### src/sv/prau_pkg.sv
// Shared types, constants and helpers of the Pauli rotation amplitude update unit.
// No dependencies.
package prau_pkg;

    localparam int NUM_QUBITS = 20;
    localparam int AMP_W      = 32;
    localparam int FRAC_BITS  = AMP_W - 2;
    localparam int ROT_W      = AMP_W + 1;          // negated partner part
    localparam int PROD_W     = AMP_W + ROT_W;      // widest product
    localparam int SUM_W      = PROD_W + 1;
    localparam int SHR_W      = SUM_W - FRAC_BITS;
    localparam int NUM_STAGES = 5;
    localparam int CFG_IDX_W  = 3;
    localparam int POP_GRP    = 4;
    localparam int POP_NGRP   = (NUM_QUBITS + POP_GRP - 1) / POP_GRP;

    typedef logic [NUM_QUBITS-1:0]   t_idx;
    typedef logic signed [AMP_W-1:0] t_amp;
    typedef logic signed [ROT_W-1:0] t_rot;
    typedef logic signed [PROD_W-1:0] t_prod;

    localparam t_amp AMP_ONE = {2'b01, {FRAC_BITS{1'b0}}};
    localparam t_amp AMP_MAX = {1'b0, {(AMP_W-1){1'b1}}};
    localparam t_amp AMP_MIN = {1'b1, {(AMP_W-1){1'b0}}};

    typedef enum logic [CFG_IDX_W-1:0] {
        CFG_X_MASK   = 3'd0,
        CFG_Z_MASK   = 3'd1,
        CFG_COS_HALF = 3'd2,
        CFG_SIN_HALF = 3'd3,
        CFG_COEF_RE  = 3'd4,
        CFG_COEF_IM  = 3'd5
    } t_cfg_reg;

    // partner phase factor after the i: i, 1, -i, -1
    typedef enum logic [1:0] {
        Q_POS_I   = 2'd0,
        Q_ONE     = 2'd1,
        Q_NEG_I   = 2'd2,
        Q_NEG_ONE = 2'd3
    } t_quarter;

    typedef struct packed {
        t_rot re;
        t_rot im;
    } t_rot_cplx;

    typedef struct packed {
        t_amp value;
        logic sat;
    } t_rs;

    // popcount mod 4, counted per nibble and then summed
    function automatic logic [1:0] pop_mod4(t_idx v);
        logic [2:0] grp;
        logic [1:0] total;
        total = '0;
        for (int g = 0; g < POP_NGRP; g++) begin
            grp = '0;
            for (int j = 0; j < POP_GRP; j++) begin
                if (g * POP_GRP + j < NUM_QUBITS) begin
                    grp = grp + {2'b00, v[g * POP_GRP + j]};
                end
            end
            total = total + grp[1:0];
        end
        return total;
    endfunction

endpackage

### src/sv/prau_round_sat.sv
// Sum or difference of two products, round half up to Q2.30, saturate.
// Depends on prau_pkg.
module prau_round_sat (
    input  prau_pkg::t_prod i_p1,
    input  prau_pkg::t_prod i_p2,
    input  logic            i_sub,
    output prau_pkg::t_rs   o_res
);
    import prau_pkg::*;

    logic signed [SUM_W-1:0] w_a;
    logic signed [SUM_W-1:0] w_b;
    logic signed [SUM_W-1:0] w_sum;
    logic signed [SHR_W-1:0] w_sh;
    logic                    w_ovf;

    assign w_a = SUM_W'(i_p1);
    // subtract as add of the complement, carry in through i_sub
    assign w_b = i_sub ? ~SUM_W'(i_p2) : SUM_W'(i_p2);
    assign w_sum = w_a + w_b + {{(SUM_W-FRAC_BITS){1'b0}}, 1'b1, {(FRAC_BITS-1){1'b0}}}
                 + {{(SUM_W-1){1'b0}}, i_sub};
    assign w_sh  = w_sum[SUM_W-1:FRAC_BITS];
    assign w_ovf = !((&w_sh[SHR_W-1:AMP_W-1]) || !(|w_sh[SHR_W-1:AMP_W-1]));

    always_comb begin
        o_res.sat = w_ovf;
        if (w_ovf) begin
            o_res.value = w_sh[SHR_W-1] ? AMP_MIN : AMP_MAX;
        end else begin
            o_res.value = w_sh[AMP_W-1:0];
        end
    end
endmodule

### config.mk
export PLATFORM = sky130hd
export DESIGN_NAME = prau_round_sat
export DESIGN_NICKNAME = d
export VERILOG_FILES = /design/src/sv/prau_pkg.sv /design/src/sv/prau_round_sat.sv
export SDC_FILE = /design/constraint.sdc
export NUM_CORES = 1
export LEC_CHECK = 0
export ABC_CLOCK_PERIOD_IN_PS = 7700
export BUFFER_PORTS_ARGS = -buffer_cell sky130_fd_sc_hd__clkbuf_2
export CAP_MARGIN = 20
export CELL_PAD_IN_SITES_DETAIL_PLACEMENT = 0
export CELL_PAD_IN_SITES_GLOBAL_PLACEMENT = 2
export CORE_MARGIN = 2
export CORE_UTILIZATION = 30
export DETAILED_ROUTE_END_ITERATION = 7
export PLACE_DENSITY_LB_ADDON = 0.08
export SYNTH_ARGS = -nofsm -noshare
export SYNTH_HDL_FRONTEND = slang
export SYNTH_SLANG_ARGS = --single-unit
### constraint.sdc
create_clock -name vclk -period 7.7
set_input_delay 1.54 -clock vclk [all_inputs]
set_output_delay 1.54 -clock vclk [all_outputs]
set_load 0.01 [all_outputs]
# [Word level (Yosys, flattened, before mapping)]
# Cells that the tools add are included.
[op_classes] bitwise=1 mux=3 addsub=3 reduce_logical=5
[op_table] operator="$add A66 B1 Y66" n=1
[op_table] operator="$add A66 B30 Y66 const B" n=1
[op_table] operator="$add A66 B66 Y66" n=1
[op_table] operator="$mux W66" n=1
[op_table] operator="$not A65 Y66" n=1
[op_table] operator="$mux W32" n=2
[op_table] operator="$reduce_and A5 Y1" n=1
[op_table] operator="$reduce_or A5 Y1" n=1
[op_table] operator="$logic_not A1 Y1" n=2
[op_table] operator="$logic_or A1 B1 Y1" n=1
[totals] output_inout_bits=33 regBits=0 input_bits=131

# [Logic depth before layout (Yosys ltp)]
[logic_depth] depth_word=9 depth_mapped=19 mapped_depth_nobuf=14

# [Worst setup path before layout]
# Ideal clock, no wire load.
[synth_path] path_type="in2out" from="input i_sub" to="output o_res[0] (netlist name)" path_buffers=5 slack_ps=547 cell_stages=17 required_ps=6160 arrival_time_ps=5613 cell_sequence="clkbuf_1 > buf_1 > xor2_1 > ha_1 > ha_1 > clkbuf_8 > nand4_2 > or4_1 > a311oi_2 > nor4_2 > o41ai_2 > xnor2_1 > nand2_1 > o31ai_4 > buf_6 > o21ai_1 > buf_4"
[synth_between] elab_chain_len=8 word_cells_on_any_way=9 cone_classes="3 x add/sub; 1 x mux; 5 x reduce/logical"
[synth_rtl] item="from (decl)" line="prau_round_sat.sv:6" rtl="input logic i_sub,"
[synth_rtl] item="$mux W66" line="prau_round_sat.sv:19" rtl="assign w_b = i_sub ? ~SUM_W'(i_p2) : SUM_W'(i_p2);"
[synth_rtl] item="$add A66 B66 Y66" line="prau_round_sat.sv:20" rtl="assign w_sum = w_a + w_b + {{(SUM_W-FRAC_BITS){1'b0}}, 1'b1, {(FRAC_BITS-1){1'b0}}}"
[synth_rtl] item="$add A66 B30 Y66" line="prau_round_sat.sv:20"
[synth_rtl] item="$add A66 B1 Y66 (*)" line="prau_round_sat.sv:21" rtl="+ {{(SUM_W-1){1'b0}}, i_sub};"
[synth_rtl] item="$reduce_or A5 Y1" line="prau_round_sat.sv:23" rtl="assign w_ovf = !((&w_sh[SHR_W-1:AMP_W-1]) || !(|w_sh[SHR_W-1:AMP_W-1]));"
[synth_rtl] item="$logic_not A1 Y1" line="prau_round_sat.sv:23"
[synth_rtl] item="$logic_or A1 B1 Y1 (*)" line="prau_round_sat.sv:23"
[synth_rtl] item="$logic_not A1 Y1 (*)" line="prau_round_sat.sv:23"
[synth_rtl] item="to (decl)" line="prau_round_sat.sv:7" rtl="output prau_pkg::t_rs o_res"
# Every way passes the cells marked *; elsewhere a longest branch is shown, timed or not.

==> impl_metrics.yaml <==
power:
  peakVddDrop_mv: 0.1403
  powerDensity_nw_per_um2: 163.4
  clkPwrFrac: 0
  seqPwrFrac: 0
  p_int_mw: 0.4206
  netSwitchingFraction: 0.5985
  switchingPower_mw: 0.6270
  leakage_nw: 3.130
  p_total_mw: 1.048
  power_frac_comb: 1.000
worst_setup_path:
  crit_start: "i_sub"
  cp_max_fo: 28
  crit_required_ns: 6.16
  criticalPathCategory: "in -> out"
  worstSetupStartpointType: "primary input"
  cp.arrival_ns: 5.63
  endpoint_kind: "output port"
sta:
  finalSetupViolCount: 0
  finalCritPeriodShare: 0.9306
  max_clock_freq_ghz: 0.1395
  final_max_slew_viol_count: 0
  period_needed_ns: 7.166
  slew_headroom: 0.5394
  worst_slew_pin_slew_ns: 0.6909
  hold_viol: 0
  rsz0062_at_grt: "false"
  tns_ns: 0
yosys:
  yosys.area.top_type_share: 0.2937
  avgSynthCellArea_um2: 7.546
  synth-seq-area-share: 0
  synth_cell_types: 67
  yosys-top-cells-area: "ha_1, xor2_1, a21oi_1"
  syn_area_um2: 5410
  yosysWarnings: 0
  syn_inst: 717
  syn_nets: 975
  yosys.area.top_type: "ha_1"
clocking:
  postCtsHoldBufs: 0
  cts_resized: 0
  cts_setup_buffers: 0
final_layout:
  area_delta_synth_final_pct: 18.50
  final_nets: 1122
  seq_cell_count: 0
  antenna_cells: 0
  post-route-util: 0.3594
  fill_cells: 1953
  nClkBuffers: 0
  fin_cells: 1091
  seq_area_um2: 0
  multi_input_comb_area_um2: 5090
  drive_gt1_frac: 0.2645
floorplanning:
  initial_core_util: 0.3032
  die_w_um: 138.3
  die_height_um: 138.3
  die_area_um2: 19120
  coreArea_um2: 17840
  io_pins: 164
  rows: 49
grt:
  grt_overflow: 0
  grt_max_degree: 37
  grt_pass1_vias: 5769
  grt_use_total: 0.1784
  grt_pass1_wl_um: 28970
  antenna_found_initial: 0
routing:
  firstDrtPassIters: 6
  drt_iter0_drc: 146
  drc: 0
  antenna_left: 0
  routed_wl_um: 17950
  wl_per_cell_um: 16.45
  via_per_inst: 5.277
  vias: 5757
worst_hold_path:
  min_path_type: "in -> out"
  min_from: "i_p1[64]"
outcome:
  status: "finished, final reports clean"
place:
  io_buffer_count: 164
  hpwl_um: 16210
  place_inst: 1091
  gp_congestion: 0.8961
job:
  max_cap_violations: 0
-- per-layer routing --
layer	share of wire	GRT usage	vias up
li1	-	-	2995
met1	0.47	0.2449	2663
met2	0.50	0.3301	99
met3	0.025	0.006581	0
met4	0	0	0
met5	0	0	-
-- synthesized netlist by cell type, types with 4 or more instances --
| library cell | number |
|---|---|
| ha_1 | 127 |
| a21oi_1 | 87 |
| xor2_1 | 76 |
| nand2_1 | 71 |
| o21ai_0 | 39 |
| nor2_1 | 33 |
| o21ai_2 | 30 |
| xnor2_1 | 23 |
| inv_1 | 21 |
| nand4_1 | 17 |
| nand3_1 | 15 |
| o21bai_1 | 15 |
| a21o_1 | 14 |
| nor3_1 | 14 |
| o211ai_1 | 14 |
| buf_6 | 10 |
| a211oi_1 | 9 |
| a31oi_1 | 7 |
| buf_4 | 7 |
| nor4_1 | 5 |
| and3_1 | 4 |
| and3_2 | 4 |
| buf_1 | 4 |
| o2111ai_1 | 4 |
| o21ai_1 | 4 |
-- cell usage in the layout (no fill, tap or decap), types with 3 or more instances in the layout --
cell type / count
a211oi_1: 9
a21o_1: 14
a21o_2: 3
a21oi_1: 87
a31oi_1: 7
and3_1: 4
and3_2: 4
buf_12: 4
buf_4: 8
clkbuf_2: 163
ha_1: 127
inv_1: 21
nand2_1: 71
nand2b_1: 3
nand3_1: 15
nand4_1: 17
nor2_1: 33
nor3_1: 14
nor4_1: 5
o2111ai_1: 4
o211ai_1: 14
o21a_1: 3
o21ai_0: 39
o21ai_1: 4
o21ai_2: 30
o21bai_1: 15
o221ai_1: 3
o31ai_1: 3
xnor2_1: 23
xor2_1: 76
-- power groups by stage --
stage / Sequential [mW] / Clock, mW / Combinational (mW)
floorplan: 0 / 0 / 0.765
global placement: 0 / 0 / 1.06
detailed placement: 0 / 0 / 1.06
CTS: 0 / 0 / 1.06
global route: 0 / 0 / 1.17
finish: 0 / 0 / 1.05
-- critical path, cell delays in order --
cell and delay, ns:
buf_4 0.14, buf_12 0.17, xor2_1 0.17, ha_1 0.28, ha_1 0.41, and4_4 0.24, and4_4 0.19, a222oi_1 0.59
a311oi_2 0.24, nor4_2 0.29, o41ai_2 0.16, xnor2_1 0.30, nand2_1 0.15, o31ai_4 0.25, buf_12 0.23, o21ai_0 0.10
clkbuf_2 0.13
-- worst paths after layout --
check / to / slack [ns] / cells after the start
worst max-delay path: o_res[1] / 0.53 / 17
worst min-delay path: o_res[32] / 3.75 / 7
-- cells by family after synthesis --
kind of cell,share of synthesized area
and+or+nand+nor,0.1686
buffers and inverters,0.05920
muxes,0.001850
adders and majority gates,0.2937
xor gates and xnor gates,0.1603
AOI/OAI and AO/OA,0.3164
-- final cells by class --
cell class	instances	area share
Inverter	21	0.01230
Multi-Input combinational cell	666	0.7939
Timing Repair Buffer	175	0.1491
Tap cell	229	0.04469
-- through the flow --
stage	area [um2]	hold slack (ns)	worst slack (ns)
2_1_floorplan	5410	3.525	0.5474
3_3_place_gp	6411	3.750	0.4921
3_5_place_dp	6411	3.759	0.5185
4_1_cts	6411	3.762	0.4872
5_1_grt	6411	3.831	0.2303
6_report	6411	3.745	0.5341
Power figures use the tool's default switching activity.
