==> src/sv/prau_pkg.sv <==
// Shared types, constants and helpers of the Pauli rotation amplitude update unit.
// No dependencies.
package prau_pkg;

    localparam int NUM_QUBITS = 20;
    localparam int AMP_W      = 32;
    localparam int FRAC_BITS  = AMP_W - 2;
    localparam int ROT_W      = AMP_W + 1;          // negated partner part
    localparam int PROD_W     = AMP_W + ROT_W;      // widest product
    localparam int SUM_W      = PROD_W + 1;
    localparam int SHR_W      = SUM_W - FRAC_BITS;
    localparam int NUM_STAGES = 5;
    localparam int CFG_IDX_W  = 3;
    localparam int POP_GRP    = 4;
    localparam int POP_NGRP   = (NUM_QUBITS + POP_GRP - 1) / POP_GRP;

    typedef logic [NUM_QUBITS-1:0]   t_idx;
    typedef logic signed [AMP_W-1:0] t_amp;
    typedef logic signed [ROT_W-1:0] t_rot;
    typedef logic signed [PROD_W-1:0] t_prod;

    localparam t_amp AMP_ONE = {2'b01, {FRAC_BITS{1'b0}}};
    localparam t_amp AMP_MAX = {1'b0, {(AMP_W-1){1'b1}}};
    localparam t_amp AMP_MIN = {1'b1, {(AMP_W-1){1'b0}}};

    typedef enum logic [CFG_IDX_W-1:0] {
        CFG_X_MASK   = 3'd0,
        CFG_Z_MASK   = 3'd1,
        CFG_COS_HALF = 3'd2,
        CFG_SIN_HALF = 3'd3,
        CFG_COEF_RE  = 3'd4,
        CFG_COEF_IM  = 3'd5
    } t_cfg_reg;

    // partner phase factor after the i: i, 1, -i, -1
    typedef enum logic [1:0] {
        Q_POS_I   = 2'd0,
        Q_ONE     = 2'd1,
        Q_NEG_I   = 2'd2,
        Q_NEG_ONE = 2'd3
    } t_quarter;

    typedef struct packed {
        t_rot re;
        t_rot im;
    } t_rot_cplx;

    typedef struct packed {
        t_amp value;
        logic sat;
    } t_rs;

    // popcount mod 4, counted per nibble and then summed
    function automatic logic [1:0] pop_mod4(t_idx v);
        logic [2:0] grp;
        logic [1:0] total;
        total = '0;
        for (int g = 0; g < POP_NGRP; g++) begin
            grp = '0;
            for (int j = 0; j < POP_GRP; j++) begin
                if (g * POP_GRP + j < NUM_QUBITS) begin
                    grp = grp + {2'b00, v[g * POP_GRP + j]};
                end
            end
            total = total + grp[1:0];
        end
        return total;
    endfunction

endpackage

==> src/sv/prau_phase_rot.sv <==
// Phase selection and partner rotation: i * (-i)^k * partner.
// Depends on prau_pkg.
module prau_phase_rot (
    input  prau_pkg::t_idx      i_x_mask,
    input  prau_pkg::t_idx      i_z_mask,
    input  prau_pkg::t_idx      i_idx,
    input  prau_pkg::t_amp      i_partner_re,
    input  prau_pkg::t_amp      i_partner_im,
    output prau_pkg::t_rot_cplx o_rot
);
    import prau_pkg::*;

    t_quarter w_k;
    t_rot     w_pr;
    t_rot     w_pi;

    assign w_pr = t_rot'(i_partner_re);
    assign w_pi = t_rot'(i_partner_im);
    assign w_k  = t_quarter'(pop_mod4(i_x_mask & i_z_mask) + {^(i_idx & i_z_mask), 1'b0});

    always_comb begin
        case (w_k)
            Q_POS_I: begin
                o_rot.re = -w_pi;
                o_rot.im = w_pr;
            end
            Q_ONE: begin
                o_rot.re = w_pr;
                o_rot.im = w_pi;
            end
            Q_NEG_I: begin
                o_rot.re = w_pi;
                o_rot.im = -w_pr;
            end
            Q_NEG_ONE: begin
                o_rot.re = -w_pr;
                o_rot.im = -w_pi;
            end
            default: begin
                o_rot.re = '0;
                o_rot.im = '0;
            end
        endcase
    end
endmodule

==> config.mk <==
export PLATFORM = sky130hd
export DESIGN_NAME = prau_phase_rot
export DESIGN_NICKNAME = d
export VERILOG_FILES = /design/src/sv/prau_pkg.sv /design/src/sv/prau_phase_rot.sv
export SDC_FILE = /design/constraint.sdc
export NUM_CORES = 1
export LEC_CHECK = 0
export BUFFER_PORTS_ARGS = -buffer_cell sky130_fd_sc_hd__buf_2
export CAP_MARGIN = 20
export CORE_ASPECT_RATIO = 0.9
export CORE_MARGIN = 2
export CORE_UTILIZATION = 40
export DETAILED_ROUTE_END_ITERATION = 6
export PLACE_DENSITY = 0.74
export SETUP_SLACK_MARGIN = 0.05
export SYNTH_ARGS = -nofsm -noshare
export SYNTH_HDL_FRONTEND = slang
export SYNTH_SLANG_ARGS = --single-unit
==> constraint.sdc <==
create_clock -name vclk -period 26.6
set_input_delay 6.65 -clock vclk [all_inputs]
set_output_delay 6.65 -clock vclk [all_outputs]
set_load 0.01 [all_outputs]
# Word-level counts from Yosys, hierarchy flattened
# Cells that the tools add are included.
[classes]
add_sub_neg = 22
n_eq_ne = 3
mux = 1
n_bitwise = 2
reduce_logical = 2
[op_table]
columns = ["op", "count"]
rows = [
  ["case mux 66 bit (4 select lines)", 1],
  ["negation 32 -> 33 bit", 2],
  ["AND 20 bit", 2],
  ["adder 2 x 1 -> 2 bit", 10],
  ["XOR reduction 20 bit", 1],
  ["adder 1 x 1 -> 2 bit", 5],
  ["adder 2 bit", 5],
  ["equality test 2 bit, second input constant", 2],
  ["equality test 2 x 1 -> 1 bit, second input constant", 1],
  ["zero test 2 bit", 1],
]
[totals]
register_bits = 0
input_bits = 124
output_inout_bits = 66
word_cells = 30

# Logic depth before layout (Yosys ltp)
# Gate-level depths: netlist (run 1).
[logic_depth]
ltp_word = 11
mapped_depth = 19
depth_no_buf = 17

# Worst setup path after synthesis (run 1)
# OpenSTA, ideal clock, no wires.
[synth_timing]
kind = "in2out"
start = "input port i_z_mask[7]"
end = "output port o_rot[7] (netlist bit)"
t_arrival_ns = 11.675
required_ns = 19.950
slack_ns = 8.275
cell_stages = 19
n_path_buf = 2
path_cell_list = "and2_1 fa_1 inv_1 fa_1 inv_1 fa_1 fa_1 fa_1 ha_1 xor2_1 xnor2_1 xnor2_1 xnor3_1 xor3_1 buf_6 buf_6 o31ai_1 xor2_1 mux2i_1"
[synth_lines]
columns = ["item", "line_no", "source"]
rows = [
  ["from (decl)", "prau_phase_rot.sv:5", "input prau_pkg::t_idx i_z_mask,"],
  ["to (decl)", "prau_phase_rot.sv:9", "output prau_pkg::t_rot_cplx o_rot"],
]

==> metrics.cfg, run 1 <==
[hold_path]
hold_path.class=input pin to output pin
holdCritStartpoint=i_partner_re[0]

[timing]
rsz0062_at_grt=no
finalHoldViolCount=0
fmax_ghz=0.05195
period_share_pct=72.36
finalMaxSlewViolations=0
setup_viol=0
finalSetupTns_ps=0
worst_pin_slew_ps=1012
slew_headroom_pct=32.55
whs_ps=13650
layout_min_cycle_time_ps=19250

[logic_synthesis]
synth_compound_area_share_pct=8.192
ys_warn_count=0
synth_top_cell_by_area=xnor2_1
synthAdderAreaFrac_pct=6.723
synthTopCellsByArea=xnor2_1 19%, mux2i_1 18%, xor2_1 12%
avgSynthCellArea_sq_um=7.309
synth-simple-area-share_pct=28.44
seq_area_frac_synth_pct=0
synthMuxAreaShare_pct=19.32
syn_inst=443
synth_top_family_by_area=XOR/XNOR gates
synth-xor-area-share_pct=32.73
synth_commonest_cells=70 x xnor2_1, 59 x nand2_1, 58 x mux2i_1
synth_top_area_share_pct=18.93
ys_types=43
synth_nets=579
syn_area_sq_um=3238
yosysMostFrequentCell=xnor2_1

[global_routing]
gr-usage-met3_pct=0.8600
grt_use_met2_pct=39.31
antenna_found_initial=0
grt_max_degree=54
track_usage_pct=21.37
grt_pass1_wl_mm=16.05
grt_pass1_vias=3452
overflow=0
top_usage_layer=met2
use_met1_pct=28.80

[final_layout]
num_antenna_cells=0
syn_to_final_growth_pct=30.45
postLayoutCellArea_sq_um=4224
seq_cell_count=0
fillers=776
fin_cells=713
fin_nets=752
regArea_sq_um=0
clock_buffer_count=0
drive_gt1_share_pct=35.34

[floorplan]
initial_core_util_pct=40.72
die-width_microns=98.84
core_area_sq_um=7951
core.rowCount=31
die_area_sq_um=8832
die_h_microns=89.36
ioPinCount=190

[drt]
wl_per_cell_microns=14.32
routed_via_density=5.202
drtAntennaViolNets=0
dr.pass1.iters=4
vias=3709
wl_mm=10.21
drc=0
drt_iter0_drc=118

[clock_tree]
post_cts_buffers=0
ctsHoldBuffers=0
cts.repair.resized=0

[worst_setup_path]
crit_type=input pin to output pin
start_kind=input pin
worstSetupStartpoint=i_z_mask[7]
worstPathRequired_ps=19950
path_max_fanout=53
critPathCaptureType=output pin
cp_data_arrival_time_ps=12600

[run]
max-cap-violations=0

[status]
status=completed

[place]
numPortBuffers=190
place_area_sq_um=4224
place_congestion=0.8855
hpwl_mm=8.268
dp_cells=713

## stage by stage
step	utilization (%)	worst slack, ps
floorplan	-	8275
global placement	53.12	7466
detailed placement	53.12	7364
CTS	53.12	7349
global route	53.12	7070
finish	53.12	7351
## final cells by class
cell class	count	area [sq um]	share of cell area (%)
repair buffers	193	973.4	23.05
well taps	99	123.9	2.932
inverters	9	33.78	0.7998
multi-input cells	412	3093	73.22
## layout by cell type, fill, tap and decap left out, types with 4 or more instances in the layout
master | netlist | final
a21oi_1 | 17 | 17
mux2i_1 | 58 | 58
xor2_1 | 43 | 43
nand2b_1 | 4 | 4
fa_1 | 9 | 9
and2_1 | 16 | 16
o31ai_1 | 6 | 6
buf_2 | 8 | 190
nor3_1 | 10 | 10
nor2_2 | 6 | 6
o21ai_0 | 14 | 14
nor2_4 | 10 | 10
xnor2_1 | 70 | 70
nor4_1 | 7 | 7
nand2_1 | 59 | 59
inv_1 | 8 | 8
nor2_1 | 41 | 41
or3_1 | 7 | 7
## critical path, stage by stage
cell and delay, ps:
buf_2 110, and2_1 170, fa_1 530, inv_1 50
fa_1 470, inv_1 50, fa_1 500, fa_1 520
fa_1 560, ha_2 180, xor2_1 180, xnor2_1 150
xnor2_1 140, xnor3_1 420, xnor3_2 1090, o21ai_0 270
xor2_1 220, mux2i_1 150, buf_2 170
## final timing paths
check	endpoint	slack, ps	cells past startpoint
max	o_rot[61]	7350	19
min	o_rot[33]	13650	4
## kinds of logic (layout without fill, tap and decap cells)
group           Yosys count  after routing
compound gates           46             46
xor+xnor                116            116
fa+ha+maj                12             12
buf+inv                  31            202
mux                      60             60
simple gates            178            178
## routing by layer
layer  vias to the layer above  wire (microns)
met5                         -               0
met2                       128            5023
met3                        10             562
met1                      1733            4523
li1                       1838               -
met4                         0             100
Power of run 1 is left out: the tool's default activity adds up to more than one toggle a clock period on the data nets, which glitch-free logic cannot reach.
==> run 2, diff against run 1 <==
Settings changed: PLACE_DENSITY 0.74 to 0.77.
Clock period 26.6 ns to 16.3 ns, I/O delays scaled along.
==> run 2 against run 1 <==
- critical path depth grew 1
- final cell count is the same
- non-clock buffer count is the same
- sequential share of layout area is the same
- highest routed layer unchanged
- largest cell class unchanged
- design area is the same
- clock-buffer cell count is the same
- critical path type unchanged
==> metrics.cfg, run 2 (same netlist as run 1, synthesis figures left out) <==
[worst_setup_path]
crit_type=input pin to output pin
cp_data_arrival_time_ps=10210
worstPathRequired_ps=12230
crit_chain=buf_2 > and2_1 > fa_1 > inv_1 > fa_1 > inv_1 > fa_1 > fa_1 > fa_1 > ha_2 > xor2_1 > xnor2_1 > xnor2_1 > xnor3_1 > xor3_2 > buf_4 > o21ai_0 > xor2_1 > mux2i_1 > buf_2
crit_slowest_cell=xor3_2
path_common_cell=fa_1
critPathCaptureType=output pin
path_max_fanout=29
crit_path_max_incr_delay_ps=930
start_kind=input pin

[clock_tree]
post_cts_buffers=0
cts.repair.resized=0
ctsHoldBuffers=0

[timing]
slew_headroom_pct=34.52
whs_ps=8498
worst_pin_slew_ps=982.2
rsz0062_at_grt=no
finalHoldViolCount=0
finalMaxSlewViolations=0
period_share_pct=87.66
layout_min_cycle_time_ps=14290
fmax_ghz=0.06998
setup_viol=0
fin_ws_ps=2011
finalSetupTns_ps=0

[final_layout]
fillers=801
fin_nets=752
num_antenna_cells=0
syn_to_final_growth_pct=30.45
layout_commonest_cell=buf_2
drive_gt1_share_pct=35.34
final_cell_mix=190 x buf_2, 70 x xnor2_1, 59 x nand2_1, 58 x mux2i_1, 43 x xor2_1
regArea_sq_um=0
clock_buffer_count=0
multi_input_area_sq_um=3093
postLayoutCellArea_sq_um=4224
seq_cell_count=0

[run]
max-cap-violations=0

[global_routing]
track_usage_pct=22.16
grt_pass1_wl_mm=16.48
antenna_found_initial=0
grt_pass1_vias=3522
grt_max_degree=54
overflow=0

[drt]
drtAntennaViolNets=0
drc=0
dr.pass1.iters=4
routed_via_density=5.188
wl_mm=10.26
wl_per_cell_microns=14.39
drt_iter0_drc=133
vias=3699

[place]
place_area_sq_um=4224
numPortBuffers=190
place_congestion=0.9102
pre_cts_slack_ps=2021
hpwl_mm=8.563

[floorplan]
core.rowCount=31
die_area_sq_um=8832
die_h_microns=89.36
initial_core_util_pct=40.72
die-width_microns=98.84
ioPinCount=190
core_area_sq_um=7951

[status]
status=completed

[hold_path]
hold_path.class=input pin to output pin

run 2: routing by layer:
metal | track usage, % | share of wire [%] | vias up
met5 | 0 | 0 | -
met1 | 29.45 | 45 | 1710
li1 | - | - | 1841
met3 | 1.564 | 5.5 | 10
met2 | 40.66 | 49 | 138
met4 | 2.989 | 0.68 | 0
run 2: worst max-delay path: cells and delay by family:
family,cells,cell delay [ps]
AOI/OAI and AO/OA,1,180
adders and majority gates,6,2770
xor gates and xnor gates,6,2050
and+or+nand+nor,1,170
buffers and inverters,5,780
muxes,1,170
run 2: path summary, 6_finish.rpt:
| kind | slack, ps | to | cells after the start | from |
|---|---|---|---|---|
| max | 2010 | o_rot[14] | 20 | i_z_mask[7] |
| min | 8500 | o_rot[0] | 4 | i_partner_im[0] |
run 2: metrics by stage:
stage / util [%] / std cells
final: 53.12 / 713
after global routing: 53.12 / 713
after CTS: 53.12 / 713
after floorplan: - / 443
after detailed placement: 53.12 / 713
after global placement: 53.12 / 713
run 2: layout make-up:
cell class                      instances  share of cell area [%]
Multi-Input combinational cell        412                   73.22
Timing Repair Buffer                  193                   23.05
Tap cell                               99                   2.932
Inverter                                9                  0.7998
Power of run 2 is left out for the same reason.
==> run 3, diff against run 2 <==
Settings changed: REMOVE_ABC_BUFFERS set to 1.
==> run 3 against run 2 <==
- worst setup slack better by 33 ps
- hold slack got worse by 12 ps
- utilization did not move
- critical path type unchanged
- design area unchanged
- maximum frequency up 0.23%
- sequential cell count unchanged
- largest cell class unchanged
==> metrics.cfg, run 3 (same netlist as run 1, synthesis figures left out) <==
[status]
status=completed

[drt]
drtAntennaViolNets=0
drc=0
vias=3710
drt_iter0_drc=143
dr.pass1.iters=4
wl_mm=10.21
wl_per_cell_microns=14.31
routed_via_density=5.203

[worst_setup_path]
cp_data_arrival_time_ps=10180
critPathCaptureType=output pin
path_max_fanout=28
crit_type=input pin to output pin
worstPathRequired_ps=12230
start_kind=input pin

[final_layout]
clock_buffer_count=0
multi_input_area_sq_um=3093
drive_gt1_share_pct=35.34
fin_nets=752
fillers=786
layout_commonest_cell=buf_2
final_cell_mix=190 x buf_2, 70 x xnor2_1, 59 x nand2_1, 58 x mux2i_1, 43 x xor2_1
regArea_sq_um=0
seq_cell_count=0
num_antenna_cells=0
syn_to_final_growth_pct=30.45

[timing]
layout_min_cycle_time_ps=14260
slew_headroom_pct=34.07
finalHoldViolCount=0
worst_pin_slew_ps=988.9
setup_viol=0
fmax_ghz=0.07014
rsz0062_at_grt=no
finalSetupTns_ps=0
period_share_pct=87.46
finalMaxSlewViolations=0

[hold_path]
holdCritStartpoint=i_partner_re[0]
hold_path_end=o_rot[33]
min_delay_path_depth=4
hold_path.class=input pin to output pin

[global_routing]
grt_use_met2_pct=39.00
gr-usage-met3_pct=2.658
use_met1_pct=29.52
antenna_found_initial=0
grt_pass1_wl_mm=16.33
track_usage_pct=21.92
overflow=0
grt_pass1_vias=3538
top_usage_layer=met2
grt_max_degree=54

[floorplan]
core_area_sq_um=7951
core.rowCount=31
die_h_microns=89.36
initial_core_util_pct=40.72
die-width_microns=98.84
die_area_sq_um=8832
ioPinCount=190

[run]
max-cap-violations=0

[clock_tree]
post_cts_buffers=0
cts.repair.resized=0
ctsHoldBuffers=0

[place]
place_congestion=0.8396
hpwl_mm=8.459
numPortBuffers=190

run 3: cell type report:
type | instances | share of cell area, %
Tap cell | 99 | 2.932
Timing Repair Buffer | 193 | 23.05
Inverter | 9 | 0.7998
Multi-Input combinational cell | 412 | 73.22
run 3: how the worst max path moves through the flow:
stage | from | end | cells past startpoint
4_1_cts | i_z_mask[7] | o_rot[16] | 20
5_1_grt | i_z_mask[7] | o_rot[16] | 20
3_3_place_gp | i_z_mask[7] | o_rot[16] | 20
3_5_place_dp | i_z_mask[7] | o_rot[16] | 20
2_1_floorplan | i_z_mask[7] | o_rot[14] | 17
6_report | i_z_mask[7] | o_rot[16] | 20
run 3: per-stage QoR:
step           hold WS (ps)  std cells  util, %  area [sq um]  setup WS [ps]
6_report               8486        713    53.12          4224           2044
5_1_grt                8539        713    53.12          4224           1705
4_1_cts                8488        713    53.12          4224           2005
3_5_place_dp           8484        713    53.12          4224           2008
3_3_place_gp           8476        713    53.12          4224           2173
2_1_floorplan          8308        421        -          3123           1951
run 3: worst max-delay path, cell delays in order:
cell and delay (ps):
buf_2 100, and2_1 160, fa_1 540, inv_1 50, fa_1 470, inv_1 60
fa_1 500, fa_1 530, fa_1 570, ha_2 180, xor2_1 180, xnor2_1 170
xnor2_1 150, xnor3_1 420, xor3_2 900, buf_4 420, o21ai_0 190, xor2_1 180
mux2i_1 170, buf_2 160
run 3: per-layer routing:
metal | share of wire (%) | vias to the layer above | routed length (microns)
li1 | - | 1839 | -
met3 | 8.4 | 10 | 859
met2 | 48 | 147 | 4853
met4 | 0.84 | 0 | 86
met5 | 0 | - | 0
met1 | 43 | 1714 | 4407
Power of run 3 is left out for the same reason.
